**src/sv/stt_pkg.sv**
```systemverilog
// Shared types, character codes and keyword table for the source text tokenizer.
`default_nettype none

package stt_pkg;

	localparam int COUNTER_BITS_DEFAULT = 16;
	localparam int KW_NUM = 7;
	localparam int KW_MAX_LEN = 7;

	localparam logic [3:0] K_KEYWORD = 4'd0;
	localparam logic [3:0] K_IDENT = 4'd1;
	localparam logic [3:0] K_NUMBER = 4'd2;
	localparam logic [3:0] K_STRING = 4'd3;
	localparam logic [3:0] K_EQUAL = 4'd4;
	localparam logic [3:0] K_LBRACE = 4'd5;
	localparam logic [3:0] K_RBRACE = 4'd6;
	localparam logic [3:0] K_OPERATOR = 4'd7;
	localparam logic [3:0] K_UNKNOWN = 4'd8;
	localparam logic [3:0] K_UNTERM = 4'd9;

	localparam logic [2:0] NO_KEYWORD = 3'd7;

	localparam logic [7:0] CH_DOT = 8'h2E;
	localparam logic [7:0] CH_UNDERSCORE = 8'h5F;
	localparam logic [7:0] CH_SLASH = 8'h2F;
	localparam logic [7:0] CH_QUOTE = 8'h22;
	localparam logic [7:0] CH_EQUAL = 8'h3D;
	localparam logic [7:0] CH_LBRACE = 8'h7B;
	localparam logic [7:0] CH_RBRACE = 8'h7D;
	localparam logic [7:0] CH_PLUS = 8'h2B;
	localparam logic [7:0] CH_MINUS = 8'h2D;
	localparam logic [7:0] CH_STAR = 8'h2A;
	localparam logic [7:0] CH_LF = 8'h0A;
	localparam logic [7:0] CH_SPACE = 8'h20;

	// Keyword spellings, unused tail bytes are zero.
	localparam logic [7:0] KW_TEXT [KW_NUM][KW_MAX_LEN] = '{
		'{8'h76, 8'h61, 8'h72, 8'h00, 8'h00, 8'h00, 8'h00},
		'{8'h73, 8'h63, 8'h65, 8'h6E, 8'h65, 8'h00, 8'h00},
		'{8'h73, 8'h68, 8'h61, 8'h64, 8'h65, 8'h72, 8'h00},
		'{8'h61, 8'h6E, 8'h69, 8'h6D, 8'h61, 8'h74, 8'h65},
		'{8'h66, 8'h72, 8'h6F, 8'h6D, 8'h00, 8'h00, 8'h00},
		'{8'h74, 8'h6F, 8'h00, 8'h00, 8'h00, 8'h00, 8'h00},
		'{8'h65, 8'h61, 8'h73, 8'h69, 8'h6E, 8'h67, 8'h00}
	};
	localparam logic [2:0] KW_LEN [KW_NUM] = '{3'd3, 3'd5, 3'd6, 3'd7, 3'd4, 3'd2, 3'd6};

	typedef struct packed {
		logic [3:0]  kind;
		logic [2:0]  kw;
		logic [7:0]  ch;
		logic [15:0] len;
		logic [15:0] line;
		logic [15:0] col;
	} token_t;

	function automatic logic is_digit(input logic [7:0] c);
		return (c >= 8'h30) && (c <= 8'h39);
	endfunction

	function automatic logic is_alpha(input logic [7:0] c);
		return ((c >= 8'h61) && (c <= 8'h7A)) || ((c >= 8'h41) && (c <= 8'h5A));
	endfunction

	function automatic logic is_space(input logic [7:0] c);
		return (c == CH_SPACE) || ((c >= 8'h09) && (c <= 8'h0D));
	endfunction

endpackage

`default_nettype wire

```
**src/sv/source_text_tokenizer.sv**
```systemverilog
// Top level of the source text tokenizer: input stage, scanner logic and result bank.
`default_nettype none

// Usage:
// Source bytes enter on the slave stream, one byte per item in s_tdata, with
// s_tlast marking the last byte of a source text. Tokens leave on the master
// stream, one token per item; m_tlast marks the last token caused by one byte.
// A byte is registered in the input stage on the edge it is accepted; its
// tokens are written to the result bank once the bank is free and are offered
// from then. Text that yields at most one token per byte streams at one byte
// per cycle while the receiver takes every token. A byte that causes several
// tokens keeps the bank busy until they have all left, and a following byte
// that causes tokens waits in the input stage until the last of them leaves.
// When the receiver stalls, the bank holds its token, the input stage fills
// and s_tready falls; nothing is dropped.
// A byte with s_tlast flushes any pending token and returns the scanner to its
// reset state. Reset clears the stages, the bank and the scanner at once;
// there is no clearing pass. Counters are COUNTER_BITS wide and saturate,
// reported fields saturate at 65535.
module source_text_tokenizer #(
	parameter int COUNTER_BITS = stt_pkg::COUNTER_BITS_DEFAULT
) (
	input  wire logic        clk,
	input  wire logic        arst_n,
	input  wire logic        s_tvalid,
	output logic             s_tready,
	input  wire logic [7:0]  s_tdata,   // [7:0] char_code
	input  wire logic        s_tlast,   // is_final
	output logic             m_tvalid,
	input  wire logic        m_tready,
	// [3:0] token_kind, [6:4] keyword_index, [14:7] token_char, [30:15] token_length,
	// [46:31] line_number, [62:47] column_number, [63] zero
	output logic [63:0]      m_tdata,
	output logic             m_tlast    // last_of_run
);
	import stt_pkg::*;

	localparam int CB = COUNTER_BITS;

	localparam logic [2:0] M_IDLE = 3'd0;
	localparam logic [2:0] M_IDENT = 3'd1;
	localparam logic [2:0] M_INT = 3'd2;
	localparam logic [2:0] M_DOT = 3'd3;
	localparam logic [2:0] M_FRAC = 3'd4;
	localparam logic [2:0] M_STRING = 3'd5;
	localparam logic [2:0] M_SLASH = 3'd6;
	localparam logic [2:0] M_COMMENT = 3'd7;

	localparam logic [CB-1:0] CNT_ONE = CB'(1);
	localparam logic [CB-1:0] CNT_MAX = {CB{1'b1}};

	function automatic logic [CB-1:0] sat_inc(input logic [CB-1:0] v);
		return (v == CNT_MAX) ? v : v + CNT_ONE;
	endfunction

	function automatic logic [15:0] clamp16(input logic [CB-1:0] v);
		logic [31:0] w;
		w = 32'(v);
		return (w > 32'h0000_FFFF) ? 16'hFFFF : w[15:0];
	endfunction

	function automatic token_t mk_tok(input logic [3:0] kind, input logic [2:0] kw,
			input logic [7:0] ch, input logic [CB-1:0] len, input logic [CB-1:0] line,
			input logic [CB-1:0] col);
		token_t t;
		t.kind = kind;
		t.kw = kw;
		t.ch = ch;
		t.len = clamp16(len);
		t.line = clamp16(line);
		t.col = clamp16(col);
		return t;
	endfunction

	// Drops every keyword that ends before position p or whose character at position p differs from c.
	function automatic logic [KW_NUM-1:0] filter_kw(input logic [KW_NUM-1:0] cand,
			input logic [7:0] c, input logic [CB-1:0] p);
		logic [KW_NUM-1:0] r;
		r = cand;
		for (int k = 0; k < KW_NUM; k++) begin
			if (p >= CB'(KW_LEN[k])) begin
				r[k] = 1'b0;
			end else if (KW_TEXT[k][p[2:0]] != c) begin
				r[k] = 1'b0;
			end
		end
		return r;
	endfunction

	function automatic token_t word_tok(input logic [KW_NUM-1:0] cand,
			input logic [CB-1:0] len, input logic [7:0] ch, input logic [CB-1:0] line,
			input logic [CB-1:0] col);
		logic found;
		logic [2:0] idx;
		found = 1'b0;
		idx = NO_KEYWORD;
		for (int k = 0; k < KW_NUM; k++) begin
			if (!found && cand[k] && (len == CB'(KW_LEN[k]))) begin
				found = 1'b1;
				idx = 3'(k);
			end
		end
		return mk_tok(found ? K_KEYWORD : K_IDENT, idx, ch, len, line, col);
	endfunction

	// Input stage.
	logic        valid_s1;
	logic [7:0]  char_s1;
	logic        fin_s1;
	logic        adv_s1;

	// Scanner state.
	logic [2:0]        mode_q, mode_d;
	logic [CB-1:0]     len_q, len_d;
	logic [KW_NUM-1:0] cand_q, cand_d;
	logic [CB-1:0]     line_q, line_d;
	logic [CB-1:0]     col_q, col_d;
	logic [CB-1:0]     lcl_q, lcl_d;
	logic [CB-1:0]     lcc_q, lcc_d;
	logic [7:0]        lcch_q, lcch_d;

	// Result bank.
	token_t      bank_q [3];
	logic [1:0]  cnt_q;
	logic [1:0]  idx_q;
	logic        pop;
	logic        last_out;
	logic        bank_free;

	token_t      toks [3];
	logic [1:0]  tok_n;

	always_comb begin
		logic [7:0]    c;
		logic [CB-1:0] pos_line;
		logic [CB-1:0] pos_col;
		logic          rescan;
		token_t        cand_tok [5];
		logic [4:0]    cand_v;

		c = char_s1;
		pos_line = line_q;
		pos_col = sat_inc(col_q);
		rescan = 1'b0;
		cand_v = '0;
		for (int i = 0; i < 5; i++) begin
			cand_tok[i] = '0;
		end

		mode_d = mode_q;
		len_d = len_q;
		cand_d = cand_q;
		lcch_d = lcch_q;
		lcl_d = lcl_q;
		lcc_d = lcc_q;

		// Close or extend the token in progress.
		case (mode_q)
			M_IDENT: begin
				if (is_alpha(c) || is_digit(c) || (c == CH_UNDERSCORE)) begin
					cand_d = filter_kw(cand_q, c, len_q);
					len_d = sat_inc(len_q);
					lcch_d = c;
					lcl_d = pos_line;
					lcc_d = pos_col;
				end else begin
					cand_v[0] = 1'b1;
					cand_tok[0] = word_tok(cand_q, len_q, lcch_q, lcl_q, lcc_q);
					rescan = 1'b1;
				end
			end
			M_INT, M_FRAC: begin
				if (is_digit(c)) begin
					len_d = sat_inc(len_q);
					lcch_d = c;
					lcl_d = pos_line;
					lcc_d = pos_col;
				end else if ((mode_q == M_INT) && (c == CH_DOT)) begin
					mode_d = M_DOT;
				end else begin
					cand_v[0] = 1'b1;
					cand_tok[0] = mk_tok(K_NUMBER, NO_KEYWORD, lcch_q, len_q, lcl_q, lcc_q);
					rescan = 1'b1;
				end
			end
			M_DOT: begin
				if (is_digit(c)) begin
					// The held dot and the new digit both join the number.
					len_d = sat_inc(sat_inc(len_q));
					lcch_d = c;
					lcl_d = pos_line;
					lcc_d = pos_col;
					mode_d = M_FRAC;
				end else begin
					cand_v[0] = 1'b1;
					cand_tok[0] = mk_tok(K_NUMBER, NO_KEYWORD, lcch_q, len_q, lcl_q, lcc_q);
					cand_v[1] = 1'b1;
					cand_tok[1] = mk_tok(K_UNKNOWN, NO_KEYWORD, CH_DOT, CNT_ONE, line_q, col_q);
					rescan = 1'b1;
				end
			end
			M_STRING: begin
				len_d = sat_inc(len_q);
				lcch_d = c;
				lcl_d = pos_line;
				lcc_d = pos_col;
				if (c == CH_QUOTE) begin
					cand_v[0] = 1'b1;
					cand_tok[0] = mk_tok(K_STRING, NO_KEYWORD, c, sat_inc(len_q), pos_line,
						pos_col);
					mode_d = M_IDLE;
				end
			end
			M_SLASH: begin
				if (c == CH_SLASH) begin
					mode_d = M_COMMENT;
				end else begin
					cand_v[0] = 1'b1;
					cand_tok[0] = mk_tok(K_OPERATOR, NO_KEYWORD, lcch_q, len_q, lcl_q, lcc_q);
					rescan = 1'b1;
				end
			end
			M_COMMENT: begin
				rescan = (c == CH_LF);
			end
			default: begin
				rescan = 1'b1;
			end
		endcase

		// Scan the byte afresh from the idle state.
		if (rescan) begin
			mode_d = M_IDLE;
			if (is_digit(c) || is_alpha(c) || (c == CH_QUOTE) || (c == CH_SLASH)) begin
				len_d = CNT_ONE;
				lcch_d = c;
				lcl_d = pos_line;
				lcc_d = pos_col;
				if (is_digit(c)) begin
					mode_d = M_INT;
				end else if (is_alpha(c)) begin
					mode_d = M_IDENT;
					cand_d = filter_kw({KW_NUM{1'b1}}, c, '0);
				end else if (c == CH_QUOTE) begin
					mode_d = M_STRING;
				end else begin
					mode_d = M_SLASH;
				end
			end else if (!is_space(c)) begin
				cand_v[2] = 1'b1;
				if (c == CH_EQUAL) begin
					cand_tok[2] = mk_tok(K_EQUAL, NO_KEYWORD, c, CNT_ONE, pos_line, pos_col);
				end else if (c == CH_LBRACE) begin
					cand_tok[2] = mk_tok(K_LBRACE, NO_KEYWORD, c, CNT_ONE, pos_line, pos_col);
				end else if (c == CH_RBRACE) begin
					cand_tok[2] = mk_tok(K_RBRACE, NO_KEYWORD, c, CNT_ONE, pos_line, pos_col);
				end else if ((c == CH_PLUS) || (c == CH_MINUS) || (c == CH_STAR)) begin
					cand_tok[2] = mk_tok(K_OPERATOR, NO_KEYWORD, c, CNT_ONE, pos_line, pos_col);
				end else begin
					cand_tok[2] = mk_tok(K_UNKNOWN, NO_KEYWORD, c, CNT_ONE, pos_line, pos_col);
				end
			end
		end

		if (c == CH_LF) begin
			line_d = sat_inc(line_q);
			col_d = '0;
		end else begin
			line_d = line_q;
			col_d = pos_col;
		end

		// The last byte flushes what is still open, then everything resets.
		if (fin_s1) begin
			case (mode_d)
				M_IDENT: begin
					cand_v[3] = 1'b1;
					cand_tok[3] = word_tok(cand_d, len_d, lcch_d, lcl_d, lcc_d);
				end
				M_INT, M_FRAC: begin
					cand_v[3] = 1'b1;
					cand_tok[3] = mk_tok(K_NUMBER, NO_KEYWORD, lcch_d, len_d, lcl_d, lcc_d);
				end
				M_DOT: begin
					cand_v[3] = 1'b1;
					cand_tok[3] = mk_tok(K_NUMBER, NO_KEYWORD, lcch_d, len_d, lcl_d, lcc_d);
					cand_v[4] = 1'b1;
					cand_tok[4] = mk_tok(K_UNKNOWN, NO_KEYWORD, CH_DOT, CNT_ONE, line_d, col_d);
				end
				M_STRING: begin
					cand_v[3] = 1'b1;
					cand_tok[3] = mk_tok(K_UNTERM, NO_KEYWORD, lcch_d, len_d, lcl_d, lcc_d);
				end
				M_SLASH: begin
					cand_v[3] = 1'b1;
					cand_tok[3] = mk_tok(K_OPERATOR, NO_KEYWORD, lcch_d, len_d, lcl_d, lcc_d);
				end
				default: begin
				end
			endcase
			mode_d = M_IDLE;
			len_d = '0;
			cand_d = {KW_NUM{1'b1}};
			line_d = CNT_ONE;
			col_d = '0;
			lcl_d = CNT_ONE;
			lcc_d = '0;
			lcch_d = '0;
		end

		// At most three of the five candidates are ever valid together.
		tok_n = '0;
		for (int i = 0; i < 3; i++) begin
			toks[i] = '0;
		end
		for (int i = 0; i < 5; i++) begin
			if (cand_v[i] && (tok_n != 2'd3)) begin
				toks[tok_n] = cand_tok[i];
				tok_n = tok_n + 2'd1;
			end
		end
	end

	assign pop = m_tvalid && m_tready;
	assign last_out = (idx_q == (cnt_q - 2'd1));
	assign bank_free = (cnt_q == 2'd0) || (pop && last_out);
	assign adv_s1 = valid_s1 && ((tok_n == 2'd0) || bank_free);
	assign s_tready = !valid_s1 || adv_s1;

	always_ff @(posedge clk or negedge arst_n) begin
		if (!arst_n) begin
			valid_s1 <= 1'b0;
		end else if (s_tready) begin
			valid_s1 <= s_tvalid;
		end
	end

	always_ff @(posedge clk) begin
		if (s_tready && s_tvalid) begin
			char_s1 <= s_tdata;
			fin_s1 <= s_tlast;
		end
	end

	always_ff @(posedge clk or negedge arst_n) begin
		if (!arst_n) begin
			mode_q <= M_IDLE;
			len_q <= '0;
			cand_q <= {KW_NUM{1'b1}};
			line_q <= CNT_ONE;
			col_q <= '0;
			lcl_q <= CNT_ONE;
			lcc_q <= '0;
			lcch_q <= '0;
		end else if (adv_s1) begin
			mode_q <= mode_d;
			len_q <= len_d;
			cand_q <= cand_d;
			line_q <= line_d;
			col_q <= col_d;
			lcl_q <= lcl_d;
			lcc_q <= lcc_d;
			lcch_q <= lcch_d;
		end
	end

	always_ff @(posedge clk or negedge arst_n) begin
		if (!arst_n) begin
			cnt_q <= '0;
			idx_q <= '0;
		end else if (adv_s1 && (tok_n != 2'd0)) begin
			cnt_q <= tok_n;
			idx_q <= '0;
		end else if (pop) begin
			if (last_out) begin
				cnt_q <= '0;
				idx_q <= '0;
			end else begin
				idx_q <= idx_q + 2'd1;
			end
		end
	end

	always_ff @(posedge clk) begin
		if (adv_s1 && (tok_n != 2'd0)) begin
			for (int i = 0; i < 3; i++) begin
				bank_q[i] <= toks[i];
			end
		end
	end

	token_t out_tok;
	assign out_tok = bank_q[idx_q];
	assign m_tvalid = (cnt_q != 2'd0);
	assign m_tlast = last_out;
	assign m_tdata = {1'b0, out_tok.col, out_tok.line, out_tok.len, out_tok.ch, out_tok.kw,
		out_tok.kind};

`ifndef SYNTHESIS
	a_idx_in_bank: assert property (@(posedge clk) disable iff (!arst_n)
		(cnt_q != 2'd0) |-> (idx_q < cnt_q))
		else $error("result index beyond bank fill");

	a_final_resets: assert property (@(posedge clk) disable iff (!arst_n)
		(adv_s1 && fin_s1) |=> ((mode_q == M_IDLE) && (line_q == CNT_ONE) &&
			(col_q == '0) && (len_q == '0)))
		else $error("scanner not back at reset state after final byte");

	a_bank_after_last: assert property (@(posedge clk) disable iff (!arst_n)
		(pop && last_out) |=> ((cnt_q == 2'd0) || (idx_q == 2'd0)))
		else $error("bank not emptied or reloaded after its last token");

	a_line_nonzero: assert property (@(posedge clk) disable iff (!arst_n)
		(line_q != '0) && (lcl_q != '0))
		else $error("line counter reached zero");
`endif

endmodule

`default_nettype wire

```
**config.mk**
```make
export PLATFORM = sky130hd
export DESIGN_NAME = source_text_tokenizer
export DESIGN_NICKNAME = d
export VERILOG_FILES = /design/src/sv/stt_pkg.sv /design/src/sv/source_text_tokenizer.sv
export SDC_FILE = /design/constraint.sdc
export NUM_CORES = 1
export LEC_CHECK = 0
export BUFFER_PORTS_ARGS = -buffer_cell sky130_fd_sc_hd__buf_2
export CAP_MARGIN = 30
export CORE_MARGIN = 10
export CORE_UTILIZATION = 40
export CTS_CLUSTER_DIAMETER = 40
export DETAILED_ROUTE_END_ITERATION = 7
export PLACE_DENSITY = 0.59
export SYNTH_ARGS = -nofsm -noshare
export SYNTH_HDL_FRONTEND = slang
export SYNTH_SLANG_ARGS = --single-unit
```
**constraint.sdc**
```tcl
create_clock -name clk -period 35.3 [get_ports clk]
set_input_delay 5.295 -clock clk [delete_from_list [all_inputs] [get_ports clk]]
set_output_delay 5.295 -clock clk [all_outputs]
set_load 0.01 [all_outputs]
```
==> impl_results.md, run 1 <==
- HP Class: reg -> reg
- Routability cong.: 0.953
- First-pass GRT wire length: 112000 µm
- Antenna violations before repair: 0
- Drt first pass iters: 6
- Crit Path Max Fanout: 25
- Skew final: 19.6 ps
- H-tree Lvls: 2
- Clock latency on the worst-skew pair: 590 ps
- Via-to-Cell Ratio: 6.20
- Layout cells sized above 1: 0.135
- Hold path depth: 2
- Area added between synthesis and finish: 12.9%
- Worst-path cell with the longest stage delay: edfxtp_1
- Mapped cell area: 20200 µm²
- Reg2reg start: char_s1[1]
- Tot Pwr: 2.62 mW
- Post-synthesis adder-cell area fraction: 0.0165
- Worst Path Required: 30000 ps
- Rel. slew slack: 0.289
- Clk sink count: 301
- GRT overflow: 0
- GR Util met1: 0.319
- Die area: 59900 µm²
- CORE AREA: 50100 µm²
- Post-synthesis simple-gate area fraction: 0.202
- Setup CP Type: reg -> out
- Wire per inst: 24.4 µm
- MaxCap Viol Count: 0
- Total CTS buffers: 49
- Chip Height: 245 µm
- IO buf count: 78
- Post-synthesis mux area share: 0.0486
- Final-report setup violation count: 0
- Number of DRC markers in iteration 0: 1892
- Cell Rows: 82
- Setup total negative slack: 0 ps
- Worst-path clk slew: 60 ps
- Max Slew Vio Count: 0
- Largest net degree at the start of global routing: 109
- Die width: 245 µm
- Fill cell count: 4935
- Total GRT Usage: 0.237
- Critical Path AT: 7630 ps
- Met3 Use GR: 0.0429
- Synth Area in Compound Gates: 0.242
- Worst vdd ir: 0.115 mV
- Starting density of the core: 0.403
- FFs w/ async S/R, synth: 0.342
- Crit. End Element: output port
- EDFF count, synth: 198
- # DRC: 0
- Net count reported at finish: 2331
- R2r endpoint: bank_q[1][24]
- Final hold vios: 0
- Maximum clock rate: 77.4 MHz
- Io pins: 80
- CTS tree: yes
- Number of global-route vias before repair: 17700
- Largest family of logic cells by synthesized area: compound AO/OA/AOI/OAI gates
- Post-DRT Antenna Nets: 0
- RSZ-0062 raised after global routing: no
- Worst min-delay path startpoint: lcl_q[0]
- R2R Setup Slk: 26650 ps
- Status: completed
- Clk root buf: clkbuf_16
- Dominant synthesized flop cell: edfxtp_1
- Fin crit share: 0.366
- Hold Path End: lcl_q[0]
- Post-CTS Hold Fix Bufs: 0
- Layout Utilization: 0.455
- Measured slew at the worst slew-check pin: 1070 ps
- Worst path cell trace: nand2_1, or4_1, nand4_1, nand2_1, nor2_1, ha_1, o31ai_1, o21ai_0, ha_1, inv_1, o211a_1, xnor2_1, inv_1, ha_1, nor2_1, nor2_1, o211ai_1, mux2_4, nand4_1, buf_2
- Ys Warns: 0
- Post-CTS Setup Bufs: 0
- Distinct cells, synth: 112
- Post-synthesis net count: 2348
- Number of gates resized after cts: 0
- Longest Clk Path Bufs: 3
- Antenna diode count: 0
- CP Launch Type: flop
- Grt peak-use layer: met2
- Post-DP HPWL: 51900 µm
- Synth Area in XOR/XNOR: 0.0178
- Synthesized area per cell: 8.75 µm²
- Static Leak: 8.37 nW
- Sequential share of the synthesized area: 0.423
- Vias: 18600
- FF-to-FF path depth: 20
- Yosys reg bits: 301
- Max incr delay on CP: 1050 ps
- Pwr/cell area: 115 nW/µm²
- M2 GR Usage: 0.379
- Post-detailed-routing wire length: 73400 µm
- Final min period: 12920 ps
- Mapped Cells: 2309
[cells in the final DEF (no fill, tap or decap), drive strengths merged, types with 32 or more instances in the layout]
cell | Yosys | final
buf | 68 | 134
clkbuf | 134 | 55
o31ai | 50 | 50
o21ai | 242 | 242
dfrtp | 94 | 94
mux2i | 88 | 88
inv | 40 | 58
nor3 | 59 | 59
nand2 | 340 | 340
a21oi | 156 | 156
nand3 | 65 | 65
a221oi | 35 | 35
a31oi | 43 | 43
nor2 | 207 | 207
nor4 | 32 | 32
edfxtp | 198 | 198
[critical path, delay by kind of cell (launching register included)]
kind	cells	cell delay, ps
buf+inv	3	360
simple gates	8	3120
fa+ha+maj	3	870
compound gates	4	1140
mux	1	230
xor+xnor	1	260
flops	1	1050
[final cells by class]
type | count | area, µm² | share of cell area
flip-flops and latches | 301 | 8540 | 0.375
inverters | 44 | 165 | 0.00724
multi-input cells | 1762 | 10700 | 0.467
repair buffers | 134 | 905 | 0.0397
clock buffers | 55 | 1260 | 0.0552
clock inverters | 36 | 434 | 0.0190
well taps | 672 | 841 | 0.0369
[kinds of logic (layout without fill, tap and decap cells)]
family                   after synthesis  count (layout)
XOR/XNOR                              41              41
AND/OR/NAND/NOR                      859             859
buffers and inverters                246             269
AO/OA/AOI/OAI                        739             739
adder cells (fa/ha/maj)               26              26
multiplexers                          96              96
other                                  1               1
flip-flops                           301             301
[layer usage]
metal,vias to the layer above,part of all wire
met2,849,0.46
met5,-,0
met3,156,0.075
met4,0,0.030
met1,9028,0.43
li1,8592,-
[worst max path at each step]
| stage | depth (start not counted) | startpoint | slack [ps] | end |
|---|---|---|---|---|
| final | 20 | char_s1[1] | 22380 | s_tready |
| after floorplan | 5 | m_tready | 20690 | bank_q[0][0] |
| after CTS | 20 | char_s1[1] | 22480 | s_tready |
| after global routing | 20 | char_s1[1] | 21890 | s_tready |
| after detailed placement | 20 | char_s1[1] | 23090 | s_tready |
| after global placement | 20 | char_s1[1] | 23400 | s_tready |
[synth_stat cells, types with 47 or more instances]
cell type	count	share of area
a21oi_1	155	0.038
clkbuf_1	134	0.025
dfrtp_1	94	0.12
edfxtp_1	198	0.29
mux2i_1	88	0.044
nand2_1	337	0.063
nand3_1	63	0.016
nor2_1	204	0.038
nor3_1	56	0.014
o21ai_0	194	0.048
o21ai_1	47	0.012
o31ai_1	47	0.017
[registers in the layout, indices dropped and copies added (netlist names)]
name and cells:
bank_q 189, col_q 16, lcc_q 16, lcl_q 16, len_q 16, line_q 16, char_s1 8, lcch_q 8
cand_q 7, mode_q 3, cnt_q 2, idx_q 2, fin_s1 1, valid_s1 1
[power by group]
| part | switching [mW] | internal (mW) | leakage, nW | total (mW) |
|---|---|---|---|---|
| registers | 0.0793 | 0.654 | 3.30 | 0.734 |
| clock network | 0.191 | 0.302 | 0.821 | 0.494 |
| logic | 1.00 | 0.388 | 4.25 | 1.39 |
[metrics by stage]
stage          area, µm²  setup WS (ps)  hold slack (ps)  instances
2_1_floorplan      20200          20690              450       2309
3_3_place_gp       20900          23400              467       2902
3_5_place_dp       21000          23090              471       2910
4_1_cts            22700          22480              480       3001
5_1_grt            22800          21890              507       3004
6_report           22800          22380              479       3004
(Power assumes the default switching activity.)
==> inputs of run 2 (changes only) <==
PLACE_DENSITY = 0.61   (was 0.59)
clock period = 11.4 ns   (was 35.3 ns; I/O delays follow)
==> run 2 against run 1 <==
  * Die area is the same
  * Register-to-register slack lost 23000 ps
  * Hold slack gained 1.6 ps
  * Global-route usage shrank 0.36 points
  * First-iteration DRC count grew 29%
  * Critical endpoint unchanged
  * Highest routed layer unchanged
  * Clock skew grew 3.0 ps
  * Sequential power grew to 3.1 times the previous value
  * Sequential cell count is the same
  * Largest power group unchanged
  * Wire length shrank 1.2%
==> impl_results.md, run 2 (synthesis results as in run 1) <==
- Drt first pass iters: 6 (unchanged)
- Longest Clk Path Bufs: 3 (unchanged)
- Status: completed (unchanged)
- Largest reg by FF count: bank_q (unchanged)
- DP Worst Slack: 3140 ps (was 23090 ps)
- Hold slack: 481 ps (was 479 ps)
- Starting density of the core: 0.403 (unchanged)
- Non-Filler Instances: 3005 (was 3004)
- Static Leak: 8.39 nW (was 8.37 nW)
- Largest net degree at the start of global routing: 79 (was 109)
- Area added between synthesis and finish: 12.9% (about the same)
- R2r endpoint: lcl_q[4] (was bank_q[1][24])
- Die area: 59900 µm² (unchanged)
- Crit Path Max Fanout: 32 (was 25)
- Commonest non-fill, non-tap cells in the layout: nand2_1, nor2_1, edfxtp_1 (unchanged)
- Worst-path cell with the longest stage delay: edfxtp_1 (unchanged)
- Worst-path clk slew: 60 ps (about the same)
- Pwr/cell area: 356 nW/µm² (was 115 nW/µm²)
- Fin crit share: 0.783
- # DRC: 0 (unchanged)
- Layout Utilization: 0.456 (was 0.455)
- Via-to-Cell Ratio: 6.28 (was 6.20)
- Max incr delay on CP: 710 ps (was 1050 ps)
- Number of DRC markers in iteration 0: 2441 (was 1892)
- Worst vdd ir: 0.307 mV (was 0.115 mV)
- Rel. slew slack: 0.268 (was 0.289)
- Placed cell area: 21000 µm² (about the same)
- Design Area, Final: 22800 µm² (about the same)
- CORE AREA: 50100 µm² (unchanged)
- Net count reported at finish: 2331 (unchanged)
- Number of global-route vias before repair: 17900 (was 17700)
- IO buf count: 78 (unchanged)
- Placed insts: 2910 (unchanged)
- Final-report setup violation count: 0 (unchanged)
- Max Slew Vio Count: 0 (unchanged)
- GRT overflow: 0 (unchanged)
- Worst path cell trace: and4bb_2, nand2_1, buf_4, nand4_1, nand2_1, nor2_1, ha_1, o31ai_1, o21ai_0, ha_1, inv_1, o211a_1, xnor2_1, inv_1, ha_1, nor2_1, nor2_1, o211ai_1, mux2_4, nand4_1, buf_2 (was nand2_1, or4_1, nand4_1, nand2_1, nor2_1, ha_1, o31ai_1, o21ai_0, ha_1, inv_1, o211a_1, xnor2_1, inv_1, ha_1, nor2_1, nor2_1, o211ai_1, mux2_4, nand4_1, buf_2)
- HP Class: reg -> reg (unchanged)
- Hold path depth: 2 (unchanged)
- Measured slew at the worst slew-check pin: 1090 ps (was 1070 ps)
- Setup CP Type: reg -> out (unchanged)
- Tot Pwr: 8.13 mW (was 2.62 mW)
- H-tree Lvls: 2 (unchanged)
- Worst Path Required: 9690 ps (was 30000 ps)
- Clk root buf: clkbuf_16 (unchanged)
- Cell Rows: 82 (unchanged)
- Number of flip-flops in the largest register: 189 (unchanged)
- Fill cell count: 4886 (was 4935)
- CP Launch Type: flop (unchanged)
- Reg area: 8540 µm² (unchanged)
- Final hold vios: 0 (unchanged)
- Post-CTS Hold Fix Bufs: 0 (unchanged)
- Final WS setup: 2480 ps (was 22380 ps)
- Reg2reg start: char_s1[6] (was char_s1[1])
- Clock latency on the worst-skew pair: 600 ps (was 590 ps)
- MaxCap Viol Count: 0 (unchanged)
- Footprint of the multi-input gates: 10700 µm² (about the same)
- Critical Path AT: 7210 ps (was 7630 ps)
- Clk sink count: 301 (unchanged)
- Setup total negative slack: 0 ps (unchanged)
- Antenna violations before repair: 0 (unchanged)
- Post-DP HPWL: 49900 µm (was 51900 µm)
- Post-DRT Antenna Nets: 0 (unchanged)
- Io pins: 80 (unchanged)
- Post-detailed-routing wire length: 72500 µm (was 73400 µm)
- RSZ-0062 raised after global routing: no (unchanged)
- Maximum clock rate: 112 MHz
- R2R Setup Slk: 3270 ps (was 26650 ps)
- Chip Height: 245 µm (unchanged)
- Wire per inst: 24.1 µm (was 24.4 µm)
- Vias: 18900 (was 18600)
- Final min period: 8920 ps
- CTS tree: yes (unchanged)
- Total GRT Usage: 0.234 (was 0.237)
- First-pass GRT wire length: 111000 µm (was 112000 µm)
- Routability cong.: 0.974 (was 0.953)
- Most common library cell in the layout ignoring fill and taps: nand2_1 (unchanged)
- Skew final: 22.6 ps (was 19.6 ps)
- Die width: 245 µm (unchanged)
- Antenna diode count: 0 (unchanged)
- Total CTS buffers: 51 (was 49)
- Layout cells sized above 1: 0.136 (was 0.135)
- Post-CTS Setup Bufs: 0 (unchanged)
- Worst min-delay path startpoint: lcl_q[0] (unchanged)
- Hold Path End: lcl_q[0] (unchanged)
- FF-to-FF path depth: 23 (was 20)
- Number of gates resized after cts: 0 (unchanged)
- Crit. End Element: output port (unchanged)
[run 2: cell count changes in the layout (fill, tap and decap cells not counted), sizes merged]
cell      previous run  this run
buf                134       132
bufinv               5         6
clkbuf              55        54
clkinv              13        19
clkinvlp             4         5
inv                 58        54
[run 2: how the worst max path moves through the flow]
stage / from / depth (start not counted) / to / slack (ps)
3_5_place_dp: char_s1[6] / 21 / s_tready / 3140
4_1_cts: char_s1[6] / 21 / s_tready / 2520
6_report: char_s1[6] / 21 / s_tready / 2480
5_1_grt: char_s1[6] / 21 / s_tready / 1990
3_3_place_gp: char_s1[4] / 21 / s_tready / 3420
2_1_floorplan: char_s1[4] / 24 / bank_q[0][0] / 700
[run 2: area by class of cell]
class / instances / share of cell area
Timing Repair Buffer: 132 / 0.0371
Inverter: 44 / 0.00724
Clock inverter: 40 / 0.0202
Tap cell: 672 / 0.0369
Clock buffer: 54 / 0.0573
Sequential cell: 301 / 0.374
Multi-Input combinational cell: 1762 / 0.467
[run 2: power by group]
part	switching (mW)	total (mW)	internal (mW)	leakage [nW]
clock	0.599	1.58	0.986	0.860
combinational	3.07	4.27	1.21	4.22
sequential	0.256	2.27	2.01	3.30
total	3.92	8.13	4.21	8.39
[run 2: critical path, delay by kind of cell (launching register included)]
| kind | cells | cell delay, ps |
|---|---|---|
| AOI/OAI and AO/OA | 4 | 1120 |
| xor gates and xnor gates | 1 | 270 |
| adders and majority gates | 3 | 920 |
| buffers and inverters | 4 | 740 |
| DFF | 1 | 710 |
| muxes | 1 | 220 |
| and+or+nand+nor | 8 | 2580 |
[run 2: layer usage]
layer,wire [µm],vias to the layer above,global-route usage
li1,-,8586,-
met1,30300,9247,0.312
met2,33300,892,0.373
met3,6430,160,0.0441
met4,2510,0,0.0838
met5,0,-,0
==> inputs of run 3 (changes only) <==
clock period = 7.9 ns   (was 11.4 ns; I/O delays follow)
==> run 3 against run 2 <==
  * Clock power increased by 46%
  * First-iteration DRC count is 7.2% lower
  * Utilization is 0.55 points higher
  * Clock skew up 12 ps
  * Sequential power grew 44%
  * Cell area up 1.2%
  * Total power up 47%
  * Via count shrank 0.17%
  * Die area unchanged
  * Critical path depth down 3
  * Hold slack improved by 6.0 ps
  * Register-to-register slack got worse by 2300 ps
  * Largest cell class unchanged
  * Highest routed layer unchanged
==> impl_results.md, run 3 (synthesis results as in run 1) <==
- Number of flip-flops in the largest register: 189 (unchanged)
- Fill cell count: 4855 (was 4886)
- H-tree Lvls: 2 (unchanged)
- CP Launch Type: flop (unchanged)
- M2 GR Usage: 0.378 (was 0.373)
- CORE AREA: 50100 µm² (unchanged)
- Critical Path AT: 6260 ps (was 7210 ps)
- Largest net degree at the start of global routing: 111 (was 79)
- # DRC: 0 (unchanged)
- Static Leak: 8.48 nW (was 8.39 nW)
- Clock latency on the worst-skew pair: 590 ps (was 600 ps)
- MaxCap Viol Count: 0 (unchanged)
- Fin crit share: 0.942
- Skew final: 34.7 ps (was 22.6 ps)
- GRT overflow: 0 (unchanged)
- Die area: 59900 µm² (unchanged)
- Number of gates resized after cts: 0 (unchanged)
- Hold path depth: 2 (unchanged)
- Largest reg by FF count: bank_q (unchanged)
- Placed cell area: 21200 µm² (was 21000 µm²)
- Clk sink count: 301 (unchanged)
- Antenna violations before repair: 0 (unchanged)
- Non-Filler Instances: 3012 (was 3005)
- Layout cells sized above 1: 0.146 (was 0.136)
- Post-DP HPWL: 51100 µm (was 49900 µm)
- Layout Utilization: 0.461 (was 0.456)
- Commonest non-fill, non-tap cells in the layout: nand2_1, nor2_1, edfxtp_1 (unchanged)
- Final hold vios: 0 (unchanged)
- Post-CTS Hold Fix Bufs: 0 (unchanged)
- Chip Height: 245 µm (unchanged)
- Setup CP Type: reg -> out (unchanged)
- Total CTS buffers: 50 (was 51)
- Post-detailed-routing wire length: 73400 µm (was 72500 µm)
- Reg2reg start: char_s1[2] (was char_s1[6])
- Cell Rows: 82 (unchanged)
- Worst min-delay path startpoint: lcl_q[0] (unchanged)
- Worst-path clk slew: 60 ps (about the same)
- Number of global-route vias before repair: 17800 (was 17900)
- Met3 Use GR: 0.0453 (was 0.0441)
- Clk root buf: clkbuf_16 (unchanged)
- Final WS setup: 455 ps (was 2480 ps)
- Number of DRC markers in iteration 0: 2265 (was 2441)
- Starting density of the core: 0.403 (unchanged)
- Longest Clk Path Bufs: 3 (unchanged)
- Crit Path Max Fanout: 21 (was 32)
- Io pins: 80 (unchanged)
- Grt peak-use layer: met2 (unchanged)
- Worst setup endpoint: s_tready (unchanged)
- Post-CTS Setup Bufs: 0 (unchanged)
- Drt first pass iters: 5 (was 6)
- Routability cong.: 0.952 (was 0.974)
- DP Worst Slack: 1060 ps (was 3140 ps)
- Status: completed (unchanged)
- RSZ-0062 raised after global routing: no (unchanged)
- Via-to-Cell Ratio: 6.26 (was 6.28)
- Most common library cell in the layout ignoring fill and taps: nand2_1 (unchanged)
- Final-report setup violation count: 0 (unchanged)
- Net count reported at finish: 2338 (was 2331)
- Setup total negative slack: 0 ps (unchanged)
- Design Area, Final: 23100 µm² (was 22800 µm²)
- Rel. slew slack: 0.266 (was 0.268)
- Placed insts: 2917 (was 2910)
- Crit. End Element: output port (unchanged)
- IO buf count: 78 (unchanged)
- Worst Path Required: 6710 ps (was 9690 ps)
- Critical path startpoint: char_s1[2] (was char_s1[6])
- Post-DRT Antenna Nets: 0 (unchanged)
- R2R Setup Slk: 970 ps (was 3270 ps)
- FF-to-FF path depth: 19 (was 23)
- Maximum clock rate: 134 MHz
- Worst vdd ir: 0.479 mV (was 0.307 mV)
- Wire per inst: 24.4 µm (was 24.1 µm)
- CTS tree: yes (unchanged)
- GR Util met1: 0.313 (was 0.312)
- Die width: 245 µm (unchanged)
- Vias: 18900 (about the same)
- Final min period: 7450 ps
- Max Slew Vio Count: 0 (unchanged)
- Antenna diode count: 0 (unchanged)
- Pwr/cell area: 519 nW/µm² (was 356 nW/µm²)
- Total GRT Usage: 0.236 (was 0.234)
- Area added between synthesis and finish: 14.3% (was 12.9%)
- R2r endpoint: bank_q[1][29] (was lcl_q[4])
- Measured slew at the worst slew-check pin: 1090 ps (about the same)
- HP Class: reg -> reg (unchanged)
- First-pass GRT wire length: 111000 µm (about the same)
==> run 3: per-stage QoR <==
stage | power, mW | hold WS, ps
after CTS | 12.0 | 486
after global placement | 9.49 | 470
after floorplan | 7.44 | 450
final | 12.0 | 487
after global routing | 12.6 | 494
after detailed placement | 9.62 | 476
==> run 3: area by class of cell <==
type,instances,area (µm²),share of cell area
clock buffers,55,1280,0.0554
clock inverters,38,505,0.0219
inverters,44,165,0.00715
multi-input cells,1762,10800,0.468
flip-flops and latches,301,8540,0.370
well taps,672,841,0.0364
repair buffers,140,957,0.0415
==> run 3: worst min-delay path by stage <==
| stage | end | slack (ps) |
|---|---|---|
| finish | lcl_q[0] | 490 |
| global route | lcl_q[0] | 490 |
| CTS | lcl_q[0] | 490 |
| detailed placement | lcl_q[0] | 480 |
| global placement | cand_q[4] | 470 |
| floorplan | cand_q[4] | 450 |
==> run 3: metal layers <==
layer,part of all wire,vias up
li1,-,8584
met2,0.46,953
met5,0,-
met3,0.087,162
met1,0.42,9154
met4,0.032,0
==> run 3: worst max-delay path: stages, from the launching register on <==
cell,delay (ps)
edfxtp_1,740
or4_4,680
o221a_4,310
nor4_4,540
nand3_1,320
inv_2,190
fa_2,560
ha_2,230
inv_1,50
o211a_1,490
xnor2_4,210
inv_2,100
ha_4,190
nor2_2,270
nor2_1,80
o211ai_1,90
mux2_4,220
nand4_1,210
buf_2,220
==> run 3: report_power, final <==
group          internal [mW]  leakage (nW)  switching [mW]  total [mW]
clock                   1.44         0.869           0.873        2.31
combinational           1.82          4.31            4.58        6.40
sequential              2.92          3.30           0.357        3.27
total                   6.17          8.48            5.81        12.0
